==> src/design/oapm_pkg.sv <==
package oapm_pkg;

	// table geometry
	localparam int TABLE_SLOTS = 4096;
	localparam int SLOT_W      = $clog2(TABLE_SLOTS);
	localparam int COUNT_W     = SLOT_W + 1;
	// inserts are refused once filled slots would reach three quarters of the table
	localparam int LOAD_LIMIT  = TABLE_SLOTS * 3 / 4;

	// configuration register index
	localparam logic REG_TRACKING = 1'b0;

	// transaction fields
	localparam int KEY_W          = 64;
	localparam int SIZE_W         = 48;
	localparam int STATUS_W       = 3;
	localparam int SLOT_FIELD_W   = 12;
	localparam int LIVE_FIELD_W   = 13;
	localparam int ORPHAN_W       = 32;
	localparam int IN_DATA_W      = KEY_W + SIZE_W;
	localparam int OUT_FIELDS_W   = SLOT_FIELD_W + LIVE_FIELD_W + ORPHAN_W;
	localparam int OUT_DATA_W     = ((OUT_FIELDS_W + 7) / 8) * 8;
	localparam int OUT_PAD_W      = OUT_DATA_W - OUT_FIELDS_W;

	// opcodes
	localparam logic OP_INSERT = 1'b0;
	localparam logic OP_ERASE  = 1'b1;

	// slot marks
	typedef logic [1:0] mark_t;
	localparam mark_t MARK_EMPTY   = 2'd0;
	localparam mark_t MARK_LIVE    = 2'd1;
	localparam mark_t MARK_DELETED = 2'd2;

	// murmur 64-bit finalizer
	localparam logic [KEY_W-1:0] HASH_C1 = 64'hff51afd7ed558ccd;
	localparam logic [KEY_W-1:0] HASH_C2 = 64'hc4ceb9fe1a85ec53;
	localparam int HASH_SHIFT = 33;

	typedef enum logic [STATUS_W-1:0] {
		ST_IGNORED  = 3'd0,
		ST_NEW      = 3'd1,
		ST_REPLACED = 3'd2,
		ST_ERASED   = 3'd3,
		ST_ORPHAN   = 3'd4,
		ST_FULL     = 3'd5
	} status_t;

	// controller -> datapath
	typedef struct packed {
		logic latch_in;
		logic decide;
		logic hash_start;
		logic probe_init;
		logic probe_rd;
		logic probe_step;
		logic apply;
		logic load_out;
		logic clear_step;
	} cmd_t;

	// datapath -> controller
	typedef struct packed {
		logic clear_done;
		logic ignore;
		logic insert;
		logic over_limit;
		logic no_live;
		logic hash_done;
		logic probe_done;
	} stat_t;

endpackage

==> src/design/oapm_ctrl.sv <==
module oapm_ctrl (
	input  logic            clk,
	input  logic            arst_n,
	input  logic            s_tvalid,
	output logic            s_tready,
	output logic            m_tvalid,
	input  logic            m_tready,
	input  oapm_pkg::stat_t stat,
	output oapm_pkg::cmd_t  cmd
);
	import oapm_pkg::*;

	typedef enum logic [2:0] {
		S_CLEAR,
		S_IDLE,
		S_DECIDE,
		S_HASH,
		S_PROBE_RD,
		S_PROBE_CHK,
		S_APPLY,
		S_FINISH
	} state_t;

	state_t state_q;
	logic   m_tvalid_q;

	always_comb begin
		cmd            = '0;
		cmd.clear_step = (state_q == S_CLEAR);
		cmd.latch_in   = (state_q == S_IDLE) && s_tvalid;
		cmd.decide     = (state_q == S_DECIDE);
		cmd.hash_start = (state_q == S_DECIDE);
		cmd.probe_init = (state_q == S_HASH);
		cmd.probe_rd   = (state_q == S_PROBE_RD);
		cmd.probe_step = (state_q == S_PROBE_CHK);
		cmd.apply      = (state_q == S_APPLY);
		cmd.load_out   = (state_q == S_FINISH) && (!m_tvalid_q || m_tready);
	end

	always_ff @(posedge clk or negedge arst_n) begin
		if (!arst_n) begin
			state_q    <= S_CLEAR;
			m_tvalid_q <= 1'b0;
		end else begin
			if (cmd.load_out) begin
				m_tvalid_q <= 1'b1;
			end else if (m_tready) begin
				m_tvalid_q <= 1'b0;
			end
			unique case (state_q)
				S_CLEAR: begin
					if (stat.clear_done) begin
						state_q <= S_IDLE;
					end
				end
				S_IDLE: begin
					if (s_tvalid) begin
						state_q <= S_DECIDE;
					end
				end
				S_DECIDE: begin
					if (stat.ignore || (stat.insert && stat.over_limit)) begin
						state_q <= S_FINISH;
					end else if (!stat.insert && stat.no_live) begin
						state_q <= S_APPLY;
					end else begin
						state_q <= S_HASH;
					end
				end
				S_HASH: begin
					if (stat.hash_done) begin
						state_q <= S_PROBE_RD;
					end
				end
				S_PROBE_RD: begin
					state_q <= S_PROBE_CHK;
				end
				S_PROBE_CHK: begin
					state_q <= stat.probe_done ? S_APPLY : S_PROBE_RD;
				end
				S_APPLY: begin
					state_q <= S_FINISH;
				end
				S_FINISH: begin
					if (cmd.load_out) begin
						state_q <= S_IDLE;
					end
				end
				default: begin
					state_q <= S_IDLE;
				end
			endcase
		end
	end

	assign s_tready = (state_q == S_IDLE);
	assign m_tvalid = m_tvalid_q;

endmodule

==> config.mk <==
export PLATFORM = sky130hd
export DESIGN_NAME = oapm_ctrl
export DESIGN_NICKNAME = d
export VERILOG_FILES = /design/src/design/oapm_pkg.sv /design/src/design/oapm_ctrl.sv
export SDC_FILE = /design/constraint.sdc
export NUM_CORES = 1
export LEC_CHECK = 0
export BUFFER_PORTS_ARGS = -buffer_cell sky130_fd_sc_hd__buf_2
export CAP_MARGIN = 25
export CORE_AREA = 2 2 39 41
export CTS_CLUSTER_DIAMETER = 100
export DETAILED_ROUTE_END_ITERATION = 10
export DIE_AREA = 0 0 41 43
export GPL_TIMING_DRIVEN = 1
export PLACE_DENSITY = 0.52
export RECOVER_POWER = 50
export SLEW_MARGIN = 20
export SYNTH_ARGS = -nofsm -noshare
export SYNTH_HDL_FRONTEND = slang
export SYNTH_SLANG_ARGS = --single-unit
==> constraint.sdc <==
create_clock -name clk -period 2.4 [get_ports clk]
set_input_delay 0 -clock clk [delete_from_list [all_inputs] [get_ports clk]]
set_output_delay 0 -clock clk [all_outputs]
set_load 0.05 [all_outputs]
==> results of run 1 <==
[cell families after synthesis]
family	Yosys count
and+or+nand+nor	22
AOI/OAI and AO/OA	11
buffers and inverters	6
DFF	4
muxes	1
[metrics by stage]
step	setup WS [ns]	util [%]	instances	hold WS, ns
after floorplan	0.154	-	44	-0.296
after global placement	0.977	31.7	76	-0.189
after detailed placement	0.992	31.7	76	-0.188
after CTS	0.783	34.1	80	0.0434
after global routing	0.636	33.6	80	0.0624
final	0.806	33.6	80	0.0379
[timing repair]
action,in CTS,in global routing
hold buffers,1,0
hold endpoints to repair,4,0
endpoints found under the setup margin,0,0
[how the worst max path moves through the flow]
stage	start	cells past startpoint	slack, ns	endpoint
finish	state_q[0]$_DFFE_PN0P_	4	0.81	cmd[8]
global route	state_q[0]$_DFFE_PN0P_	4	0.64	cmd[8]
CTS	state_q[0]$_DFFE_PN0P_	4	0.78	cmd[8]
detailed placement	state_q[1]$_DFFE_PN0P_	4	0.99	state_q[1]$_DFFE_PN0P_
global placement	state_q[1]$_DFFE_PN0P_	4	0.98	state_q[1]$_DFFE_PN0P_
floorplan	state_q[2]$_DFFE_PN0P_	3	0.15	cmd[8]
[per-layer routing]
metal	up-vias	part of all wire, %
li1	201	-
met1	186	47
met2	5	51
met3	0	2.0
met4	0	0
met5	-	0
[flip-flops by register name, summed over array words and instances, names as in the netlist]
name      cells
m_tvalid      1
state_q       3
[area by class of cell]
type | count | area, um^2 | share of cell area (%)
Inverter | 1 | 3.75 | 0.806
Sequential cell | 4 | 100 | 21.5
Clock buffer | 3 | 22.5 | 4.84
Multi-Input combinational cell | 34 | 210 | 45.2
Timing Repair Buffer | 22 | 109 | 23.4
Tap cell | 16 | 20.0 | 4.30
[power by group through the flow]
stage                     sequential [W]  combinational, W   clock, W
after floorplan                 0.000152          0.000493          0
after CTS                       0.000205          0.000510  0.0000888
final                           0.000205          0.000499  0.0000851
after global placement          0.000203          0.000509          0
after detailed placement        0.000207          0.000506          0
after global routing            0.000221          0.000543  0.0000930
[worst min-delay path: cells and delay by family]
kind                   cells  cell delay (ns)
AO/OA/AOI/OAI              1             0.10
buffers and inverters      1             0.09
AND/OR/NAND/NOR            1             0.04
[layout by cell type (no fill, tap or decap), types with 3 or more instances in the layout]
master and instances:
sky130_fd_sc_hd__buf_2 16, sky130_fd_sc_hd__clkbuf_1 5, sky130_fd_sc_hd__dfrtp_1 4, sky130_fd_sc_hd__nor3b_1 3
sky130_fd_sc_hd__nor3_1 3, sky130_fd_sc_hd__nor2_1 3, sky130_fd_sc_hd__nor2b_1 3, sky130_fd_sc_hd__a21oi_1 3
sky130_fd_sc_hd__clkbuf_4 3
==> results.md, run 1 <==
| Parameter | This run |
|---|---|
| Result of the run | finished, final reports clean |
| Boundary pin count | 22 |
| Min-Delay Path Depth | 3 |
| Final hold violation count | 0 |
| Met2 demand-to-capacity share in global routing | 15.3% |
| Vias per inst | 4.90 |
| R2R Path Start | state_q[1]$_DFFE_PN0P_ |
| Post-synthesis adder-cell area fraction | 0% |
| Initial DRC count | 10 |
| Input/output buffers | 21 |
| Mean area per synthesized cell | 7.96 um^2 |
| Top cells by area, synth | sky130_fd_sc_hd__dfrtp_1 29%, sky130_fd_sc_hd__nor3b_1 6.4%, sky130_fd_sc_hd__nor2b_1 5.4% |
| Worst slew margin relative to its limit | 60.6% |
| Post-CTS clock slew at the launch and capture registers of the worst setup and hold paths | 0.04 ns |
| Portion of the post-synthesis area used by sequential elements | 28.6% |
| Largest driver fanout on the critical path | 13 |
| Switching power total | 0.000489 W |
| Total detailed-routing wirelength | 865 um |
| Setup bufs post-CTS | 0 |
| Total track usage | 12.2% |
| Pin count of the biggest net entering global routing | 18 |
| Die Area | 0.00176 mm^2 |
| Layout overhead on the synthesized area | 32.9% |
| Power per Cell Area | 1700 mW/mm^2 |
| Arrival time worst endpoint | 1.59 ns |
| Grt total ovfl | 0 |
| Number of buffers inserted during clock tree synthesis | 3 |
| Setup Viol. Count Final | 0 |
| 1st-pass router iterations | 3 |
| Net Sw Frac | 61.9% |
| Critical Path, Cell by Cell | inv_1 -> nor3_1 -> and2_1 -> buf_2 |
| Worst VDD drop | 494 uV |
| Area of the mapped netlist | 350 um^2 |
| Starting Density | 25.3% |
| DR DRC count | 0 |
| Required arrival time at the worst endpoint | 2.40 ns |
| CTS HTree Levels | 1 |
| Critical path's largest stage delay | 0.56 ns |
| Portion of netlist area occupied by mux cells | 2.86% |
| Synthesized netlist cell count | 44 |
| Number of max-cap violations | 0 |
| Diode insertion count for antenna repair | 0 |
| Post-CTS resize count | 0 |
| Wire length of the first global-routing pass | 1440 um |
| Number of vias in the routed layout | 392 |
| Row count | 14 |
| Antenna violations before repair | 0 |
| Cell family contributing the most delay on the critical path | flip-flops |
| Library cell occupying the most area in the post-synthesis netlist | sky130_fd_sc_hd__dfrtp_1 |
| Worst hold-check path type | input pin to register |
| Clock Latency Late Sink | 0.24 ns |
| Proportion of register bits with asynchronous set or reset after synthesis | 100% |
| Simple-gate share of the synthesized area | 37.9% |
| Die Ht | 43 um |
| Final Cycle Share | 66.4% |
| Worst Max-Slew Pin Slew | 0.593 ns |
| Core region area | 0.00138 mm^2 |
| Number of cells on the worst reg-to-reg path | 4 |
| Post-Route Skew | 0.00607 ns |
| Hold Crit Start | stat[6] |
| Vias in the first global route | 327 |
| Crit. End Element | output pin |
| Clk pwr share | 10.8% |
| Filler cells | 162 |
| Grt met3 use | 6.28% |
| WL per Instance | 10.8 um |
| Flop-to-flop setup slack | 0.99 ns |
| Slew Limit Fails | 0 |
| Fin nets | 77 |
| Buffers from clock root to sink, at most | 2 |
| Post-synth EDFFs | 0 |
| Dominant combinational cell family by area after synthesis | simple AND/OR/NAND/NOR gates |
| Synth unique cells | 25 |
| Highest attainable clock frequency | 0.627 GHz |
| Dominant synthesized flop cell | sky130_fd_sc_hd__dfrtp_1 |
| Clk sink count | 4 |
| Flop pwr share | 26.0% |
| Combinational fraction of design power | 63.2% |
| Slowest cell on crit path | sky130_fd_sc_hd__dfrtp_1 |
| Antenna-violating nets left | 0 |
| Worst path bufs/invs | 2 |
| CTS tree | built |
| GR peak layer | met1 |
| P_leak | 0.227 nW |
| Number of synthesized register bits | 4 |
| YS warnings | 0 |
| Start-to-end type of the worst setup path | register to output pin |
| Area share of the leading cell type in the synthesized netlist | 28.6% |
| Type of element launching the critical path | register |
| Post-Synthesis Net Count | 55 |
| Fraction of synthesized cell area in xor and xnor cells | 0% |
| Setup tns final | 0 ns |
| Hpwl dp | 661 um |
| Fraction of layout cells with a size suffix above 1 | 31.3% |
| Cell area reported after detailed placement | 439 um^2 |
| Endpoint of the lowest-slack register-to-register path | state_q[1]$_DFFE_PN0P_ |
| Internal power summed over all cells | 0.000300 W |
| Final Wtd Congestion | 0.683 |
| Sum of internal, switching and leakage power | 0.000789 W |
| Unrepaired setup endpoints after global routing | false |
| Post-synthesis compound-gate area fraction | 19.3% |
| Minimum period implied by the final worst setup slack | 1.59 ns |
| Design Area, Final | 465 um^2 |
| Most numerous cell in the Yosys netlist | sky130_fd_sc_hd__dfrtp_1 |
| Buffer type at the clock tree root | sky130_fd_sc_hd__clkbuf_4 |
| X dimension of the die | 41 um |
| Grt met1 use | 17.5% |
| Endpoint, Worst Hold | state_q[0]$_DFFE_PN0P_ |
(Power assumes the default switching activity.)
==> inputs of run 2 (changes only) <==
ABC_AREA = 1   (was not set)
PLACE_DENSITY = 0.53   (was 0.52)
clock period = 1.6 ns   (was 2.4 ns; I/O delays follow)
==> run 2 against run 1 <==
Against the previous run:
- worst setup slack got worse by 0.59 ns
- final cell count grew 25%
- critical path depth is 1 higher
- sequential share of layout area decreased by 2.2 points
- wire length fell by 5.3%
- core utilization rose by 3.9 points
- sequential power up 19%
- first-iteration DRC count down 70%
- clock skew shrank 0.0058 ns
- combinational power is 76% higher
- largest cell class unchanged
- highest routed layer unchanged
==> results.md, run 2 <==
| Parameter | This run |
|---|---|
| Number of synthesized register bits | 4 |
| Worst VDD drop | 571 uV |
| Mean area per synthesized cell | 6.09 um^2 |
| Clock Latency Late Sink | 0.23 ns |
| Worst slew margin relative to its limit | 60.5% |
| Portion of the post-synthesis area used by sequential elements | 27.4% |
| Synth unique cells | 14 |
| Final hold violation count | 0 |
| Area of the mapped netlist | 365 um^2 |
| Initial DRC count | 3 |
| X dimension of the die | 41 um |
| Critical path's largest stage delay | 0.50 ns |
| Layout overhead on the synthesized area | 42.1% |
| Core region area | 0.00138 mm^2 |
| Wire length on met3 | 37 um |
| Worst Max-Slew Pin Slew | 0.595 ns |
| Placed Cells | 95 |
| Post-CTS resize count | 0 |
| Synthesized netlist cell count | 60 |
| Flop pwr share | 19.5% |
| Area share of the leading cell type in the synthesized netlist | 27.4% |
| Number of vias in the routed layout | 401 |
| Arrival time worst endpoint | 1.39 ns |
| Proportion of register bits with asynchronous set or reset after synthesis | 100% |
| Vias in the first global route | 359 |
| Top cells by area, synth | sky130_fd_sc_hd__dfrtp_1 27%, sky130_fd_sc_hd__nand2_1 16%, sky130_fd_sc_hd__o21ai_0 8.2% |
| Post-synth EDFFs | 0 |
| Critical Path, Cell by Cell | inv_4 -> nor2_4 -> inv_1 -> nor2_1 -> buf_2 |
| Max FFs per register | 3 |
| Row count | 14 |
| Buffers from clock root to sink, at most | 2 |
| Design Area, Final | 519 um^2 |
| Die Ht | 43 um |
| Most numerous cell types in the synthesized netlist | 16 x sky130_fd_sc_hd__nand2_1, 8 x sky130_fd_sc_hd__inv_1, 8 x sky130_fd_sc_hd__nor2_1, 6 x sky130_fd_sc_hd__o21ai_0 |
| Result of the run | finished, final reports clean |
| Final standard cell count with taps included and fillers excluded | 100 |
| Cell area reported after detailed placement | 483 um^2 |
| Hpwl dp | 681 um |
| DR DRC count | 0 |
| Final Cycle Share | 86.7% |
| Start-to-end type of the worst setup path | register to output pin |
| Most numerous cell in the Yosys netlist | sky130_fd_sc_hd__nand2_1 |
| Largest driver fanout on the critical path | 9 |
| Slew Limit Fails | 0 |
| 1st-pass router iterations | 4 |
| Antenna violations before repair | 0 |
| Fraction of layout cells with a size suffix above 1 | 39.3% |
| Net Sw Frac | 63.7% |
| Max Used Layer | met3 |
| Clk pwr share | 10.2% |
| Worst hold slack | 0.104 ns |
| Diode insertion count for antenna repair | 0 |
| Clk sink count | 4 |
| Setup Viol. Count Final | 0 |
| Post-Route Skew | 0.000230 ns |
| Pin count of the biggest net entering global routing | 10 |
| Library cell occupying the most area in the post-synthesis netlist | sky130_fd_sc_hd__dfrtp_1 |
| Minimum period implied by the final worst setup slack | 1.39 ns |
| Worst Setup SP | state_q[2]$_DFFE_PN0P_ |
| WL per Instance | 8.19 um |
| Filler cells | 169 |
| Wire length of the first global-routing pass | 1280 um |
| Worst hold-check path type | input pin to register |
| Power per Cell Area | 2400 mW/mm^2 |
| Switching power total | 0.000795 W |
| Highest attainable clock frequency | 0.721 GHz |
| Fin nets | 97 |
| P_leak | 0.309 nW |
| Total detailed-routing wirelength | 819 um |
| Number of buffers inserted during clock tree synthesis | 3 |
| Number of max-cap violations | 0 |
| Antenna-violating nets left | 0 |
| Combinational fraction of design power | 70.3% |
| Slowest cell on crit path | sky130_fd_sc_hd__dfrtp_1 |
| Hold Crit Start | stat[0] |
| Setup tns final | 0 ns |
| Most frequent cells in the layout | 18 x sky130_fd_sc_hd__buf_2, 17 x sky130_fd_sc_hd__nand2_1, 8 x sky130_fd_sc_hd__inv_1 |
| Die Area | 0.00176 mm^2 |
| Boundary pin count | 22 |
| Vias per inst | 4.01 |
| Buffer type at the clock tree root | sky130_fd_sc_hd__clkbuf_4 |
| Final Wtd Congestion | 0.741 |
| CTS HTree Levels | 1 |
| Type of element launching the critical path | register |
| Largest Register | state_q |
| Setup bufs post-CTS | 0 |
| Starting Density | 26.4% |
| Required arrival time at the worst endpoint | 1.60 ns |
| Input/output buffers | 21 |
| CTS tree | built |
| Detailed-routing wirelength on met1 | 369 um |
| Total track usage | 10.7% |
| YS warnings | 0 |
| Grt total ovfl | 0 |
| Dominant synthesized flop cell | sky130_fd_sc_hd__dfrtp_1 |
| Unrepaired setup endpoints after global routing | false |
| Crit. End Element | output pin |
| R2R Path Start | state_q[2]$_DFFE_PN0P_ |
| Post-CTS clock slew at the launch and capture registers of the worst setup and hold paths | 0.04 ns |
| Most common library cell in the layout ignoring fill and taps | sky130_fd_sc_hd__buf_2 |
| Detailed-routed wire length on met2 | 412 um |
| Post-Synthesis Net Count | 71 |
| Internal power summed over all cells | 0.000453 W |
-- run 2: metal layers --
| layer | track usage (%) | up-vias |
|---|---|---|
| met3 | 1.57 | 0 |
| li1 | - | 229 |
| met1 | 12.8 | 160 |
| met4 | 8.00 | 0 |
| met2 | 16.3 | 12 |
| met5 | 0 | - |
-- run 2: critical path, delay by kind of cell (launching register included) --
family	cells	cell delay, ns
simple gates	2	0.20
flops	1	0.50
buf+inv	3	0.44
-- run 2: final cells by class --
class | count | area (um^2) | area share [%]
Tap cell | 16 | 20.0 | 3.86
Timing Repair Buffer | 23 | 121 | 23.4
Sequential cell | 4 | 100 | 19.3
Inverter | 10 | 40.0 | 7.71
Multi-Input combinational cell | 44 | 215 | 41.4
Clock buffer | 3 | 22.5 | 4.34
-- run 2: power groups by stage --
stage / Combinational [W] / Sequential, W / Clock, W
floorplan: 0.000733 / 0.000254 / 0
global placement: 0.000903 / 0.000244 / 0
detailed placement: 0.000894 / 0.000247 / 0
CTS: 0.000900 / 0.000245 / 0.000131
global route: 0.000972 / 0.000257 / 0.000136
finish: 0.000877 / 0.000243 / 0.000127
-- run 2: cell families (layout without fill, tap and decap cells) --
| group | Yosys count | after routing | synth area share (%) |
|---|---|---|---|
| buffers and inverters | 12 | 36 | 15.1 |
| and+or+nand+nor | 38 | 38 | 49.3 |
| AOI/OAI and AO/OA | 6 | 6 | 8.22 |
| DFF | 4 | 4 | 27.4 |
-- run 2: worst paths after layout --
check                           slack (ns)  cells past startpoint                     end
worst min-delay path                  0.10                      5  state_q[1]$_DFFE_PN0P_
max in group asynchronous             1.31                      2  state_q[1]$_DFFE_PN0P_
worst max register to register        0.40                      7  state_q[1]$_DFFE_PN0P_
worst max-delay path                  0.21                      5                  cmd[1]
worst min register to register        0.54                      2    m_tvalid$_DFFE_PN0P_
min in group asynchronous             0.12                      2  state_q[2]$_DFFE_PN0P_
-- run 2: what timing repair did --
action,in CTS,in global routing
hold buffers,2,0
hold endpoints to repair,5,0
setup endpoints to repair,0,0
-- run 2: through the flow --
step | setup slack, ns | util [%] | power [W]
2_1_floorplan | -0.0173 | - | 0.000986
3_3_place_gp | 0.408 | 34.9 | 0.00115
3_5_place_dp | 0.416 | 34.9 | 0.00114
4_1_cts | 0.182 | 38.0 | 0.00128
5_1_grt | 0.101 | 37.5 | 0.00136
6_report | 0.213 | 37.5 | 0.00125
